<file path="src/hw/rtl/lsac_ram.sv">
`timescale 1ns / 1ps
module lsac_ram #(
    parameter int WIDTH = 8,
    parameter int DEPTH = 16
) (
    input  logic                     i_clk,
    input  logic                     i_we,
    input  logic [$clog2(DEPTH)-1:0] i_waddr,
    input  logic [WIDTH-1:0]         i_wdata,
    input  logic [$clog2(DEPTH)-1:0] i_raddr,
    output logic [WIDTH-1:0]         o_rdata
);
    logic [WIDTH-1:0] r_mem [DEPTH];
    logic [WIDTH-1:0] r_rdata;

    always_ff @(posedge i_clk) begin
        if (i_we) begin
            r_mem[i_waddr] <= i_wdata;
        end
        r_rdata <= r_mem[i_raddr];
    end

    assign o_rdata = r_rdata;
endmodule

</file>
<file path="config.mk">
export PLATFORM = sky130hd
export DESIGN_NAME = lsac_ram
export DESIGN_NICKNAME = d
export VERILOG_FILES = /design/src/hw/rtl/lsac_ram.sv
export SDC_FILE = /design/constraint.sdc
export NUM_CORES = 1
export LEC_CHECK = 0
export BUFFER_PORTS_ARGS = -buffer_cell sky130_fd_sc_hd__buf_2
export CAP_MARGIN = 20
export CORE_UTILIZATION = 54
export DETAILED_ROUTE_END_ITERATION = 16
export PLACE_DENSITY = 0.74
export SETUP_SLACK_MARGIN = 0.4
export SYNTH_ARGS = -nofsm -noshare
export SYNTH_HDL_FRONTEND = slang
export SYNTH_SLANG_ARGS = --single-unit
</file>
<file path="constraint.sdc">
create_clock -name i_clk -period 1.7 [get_ports i_clk]
set_clock_uncertainty 0.1 [all_clocks]
set_input_delay 0.255 -clock i_clk [delete_from_list [all_inputs] [get_ports i_clk]]
set_output_delay 0.255 -clock i_clk [all_outputs]
set_load 0.02 [all_outputs]
</file>
Word-level counts from Yosys, hierarchy flattened. Memories as Yosys holds them, arrays and structs flattened. A register that Yosys moved wholly into a read port is not among the register bits. Cells that the tools add are included.

Logic and storage cells: 3. Bits in latches: 0. Bits in writable memories: 128. Memory bits (read-only): 0. Output and inout bits: 8. Register bits: 0. Memories: 1. Bits of input ports: 18.

Shift operators: 0. Multipliers: 0. Bitwise gates (word level): 0. Reduce and logical (&&, ||, !) cells: 0. Equality and inequality tests: 0. Order comparisons: 0. Div/mod/pow operators: 0. Muxes and demuxes: 2. Add/sub/neg operators: 0.

Memory list: r_mem (depth 16, bits a word 8, rd ports 1, clocked after memory_dff 1, wr ports 1, RTL line 13) `logic [WIDTH-1:0] r_mem [DEPTH];`.

Operator list (number): $mux 1 (2).

Depth between registers and ports, before layout.
Depth after elaboration: 2. Gate-level depth with buffers: 5. Depth with buffers taken out: 3.

Worst setup path after synthesis. No wires, ideal clock.

Path kind: input port to flip-flop. From: input i_waddr[2]. To: memory r_mem[0][0], enable pin. Required time: 1.217 ns. Buffers on the path: 0. Data arrival time: 1.365 ns. Path slack: -0.148 ns. Library setup time: 0.383 ns. Stages: 2. Cells stage by stage: or3b_2 > nor3_1.

RTL lines: start: declaration (RTL line 8) `input logic [$clog2(DEPTH)-1:0] i_waddr,`; end: declaration (RTL line 13).

Straight into the memory's write port.

==> results.yml <==
place:
  placed_area_um2: 5660
  dp_hpwl_mm: 6.30
  place.gp.congestion: 0.771
  dp_slack_ns: -0.109
  io_buffers: 25
sta:
  min_period_ns: 1.41
  clock.fmax_mhz: 708
  slew_viol_final: 0
  relSlewSlack: 0.464
  rsz0062_at_grt: "yes"
  setup_tns_ns: 0
  period_share: 0.831
  hold_viol_final: 0
  worstMarginPinSlew_ns: 0.802
  timing.final.ws_setup_ns: 0.287
  finalSetupViolCount: 0
setup_path:
  reg2reg_from: "r_mem[11][5]"
  end_kind: "flop"
  critPathLaunch: "r_mem[11][5]"
  cp_max_fo: 1
  start_kind: "flop"
  path_class: "flop to flop"
  critPathRequiredTime_ns: 1.98
  cp.arrival_ns: 1.69
detailed_routing:
  routed_via_density: 5.85
  drtPass1Iterations: 4
  wl_mm: 10.2
  dr_total_vias: 2520
  drc: 0
  antenna_left: 0
  drtIter0Drc: 194
  wire_per_inst_um: 23.7
floorplanning:
  coreArea_um2: 9240
  start_util: 0.557
  ios: 26
  die_area_um2: 9930
  die_w_um: 99.6
  die_height_um: 99.6
  rows: 35
run_status:
  run_status: "completed"
cells_and_area:
  layout_common_cells: "edfxtp_1, mux4_2, buf_4"
  fin_util: 0.685
  nNetsFinal: 307
  layout-drive-gt1-share: 0.464
  syn_to_final_growth_pct: 23.0
  antenna_cells: 0
  final_common_cell: "edfxtp_1"
  final_area_um2: 6330
clocking:
  clockRootBuffer: "clkbuf_8"
  cts_buffers: 17
  cts.sinks: 136
  cts.path.max_buffers: 2
  htreeDepth: 4
  cts.clk_slew.worst_paths_ns: 0.06
  cts_tree: "built"
  cts_hold_buf: 0
  insertion_delay_ns: 0.51
grt:
  antenna_found_initial: 0
  grt_pass1_vias: 2616
  track_usage: 0.232
  grt.overflow.total: 0
  grt_pass1_wl_mm: 15.6
  grt_max_degree: 25
pwr:
  peakVddDrop_mv: 0.675
  p_per_area_nw_per_um2: 1240
  total_power_mw: 7.84
  p_leak_nw: 2.11
synthesis:
  synth-xor-area-share: 0
  synth_seq_cells: 136
  synth_top_family_by_area: "multiplexers"
  synth_edf_count: 128
  avgSynthCellArea_um2: 22.5
  async_reset_ff_frac: 0
  synthFlopType: "edfxtp_1"
  synthMuxAreaShare: 0.150
  synth-compound-area-share: 0.0233
  syn_nets: 247
  synth_area_um2: 5150
  synthAdderAreaFrac: 0
  synth_cell_types: 19
  syn_inst: 229
  ys_warn_count: 0
  synth.yosys.seq_area_share: 0.778
  yosys.area_share.simple: 0.0318
worst_hold_path:
  hp-start: "i_wdata[4]"
  hold_path_class: "input pin to flop"
job:
  drv_cap: 0
-- layer usage --
| layer | track usage | wire [µm] |
|---|---|---|
| met5 | 0 | 0 |
| met2 | 0.368 | 5230 |
| met1 | 0.314 | 3950 |
| met3 | 0.0710 | 945 |
| met4 | 0.0690 | 104 |
-- worst max-delay path, stage by stage, from the launching register on --
cell and delay [ns]:
edfxtp_1 0.38, mux4_2 0.50, a22oi_2 0.20, nand2_1 0.12
-- timing repair --
item,in CTS,in global routing
buffers inserted,0,0
resized for setup,28,2
pin swaps,3,1
gates cloned,0,0
setup endpoints to repair,16,16
-- stage by stage --
stage / hold slack [ns] / cells
3_3_place_gp: 0.533 / 399
3_5_place_dp: 0.542 / 399
5_1_grt: 0.0102 / 431
4_1_cts: 0.00732 / 431
2_1_floorplan: 0.254 / 229
6_report: 0.0210 / 431
-- area by class of cell --
class / instances / area (µm²)
Clock buffer: 18 / 418
Fill cell: 556 / 2910
Timing Repair Buffer: 51 / 470
Sequential cell: 136 / 4010
Tap cell: 129 / 161
Clock inverter: 14 / 175
Multi-Input combinational cell: 83 / 1090
-- worst paths after layout --
check | end | cells after the start | slack, ns
hold / removal | r_mem[7][4] | 1 | 0.02
setup reg to reg | o_rdata[5] | 3 | 0.29
hold reg to reg | o_rdata[2] | 3 | 0.56
setup / recovery | o_rdata[5] | 3 | 0.29
-- registers in the layout, indices dropped and copies added (netlist names) --
| signal | count |
|---|---|
| o_rdata | 8 |
| r_mem | 128 |
-- where the power goes --
part           switching (mW)  internal (mW)  total (mW)
Sequential             0.0281           3.75        3.78
Combinational           0.242          0.202       0.444
Clock                    1.37           2.24        3.61
-- kinds of logic (layout without fill, tap and decap cells) --
| logic type | Yosys count | count (layout) |
|---|---|---|
| flops | 136 | 136 |
| simple gates | 35 | 35 |
| mux | 32 | 32 |
| compound gates | 16 | 16 |
| buf+inv | 10 | 83 |
-- cells in the mapped netlist (all sizes together), types with 2 or more instances --
master / instances / share of area
nand3b: 2 / 0.0029
nor2: 13 / 0.0095
a22oi: 16 / 0.023
nand2: 9 / 0.0066
clkdlybuf4s25: 3 / 0.0058
nand2b: 2 / 0.0024
mux4: 32 / 0.15
buf: 7 / 0.011
edfxtp: 128 / 0.75
dfxtp: 8 / 0.031
nor3: 4 / 0.0039
Power figures use the tool's default switching activity.
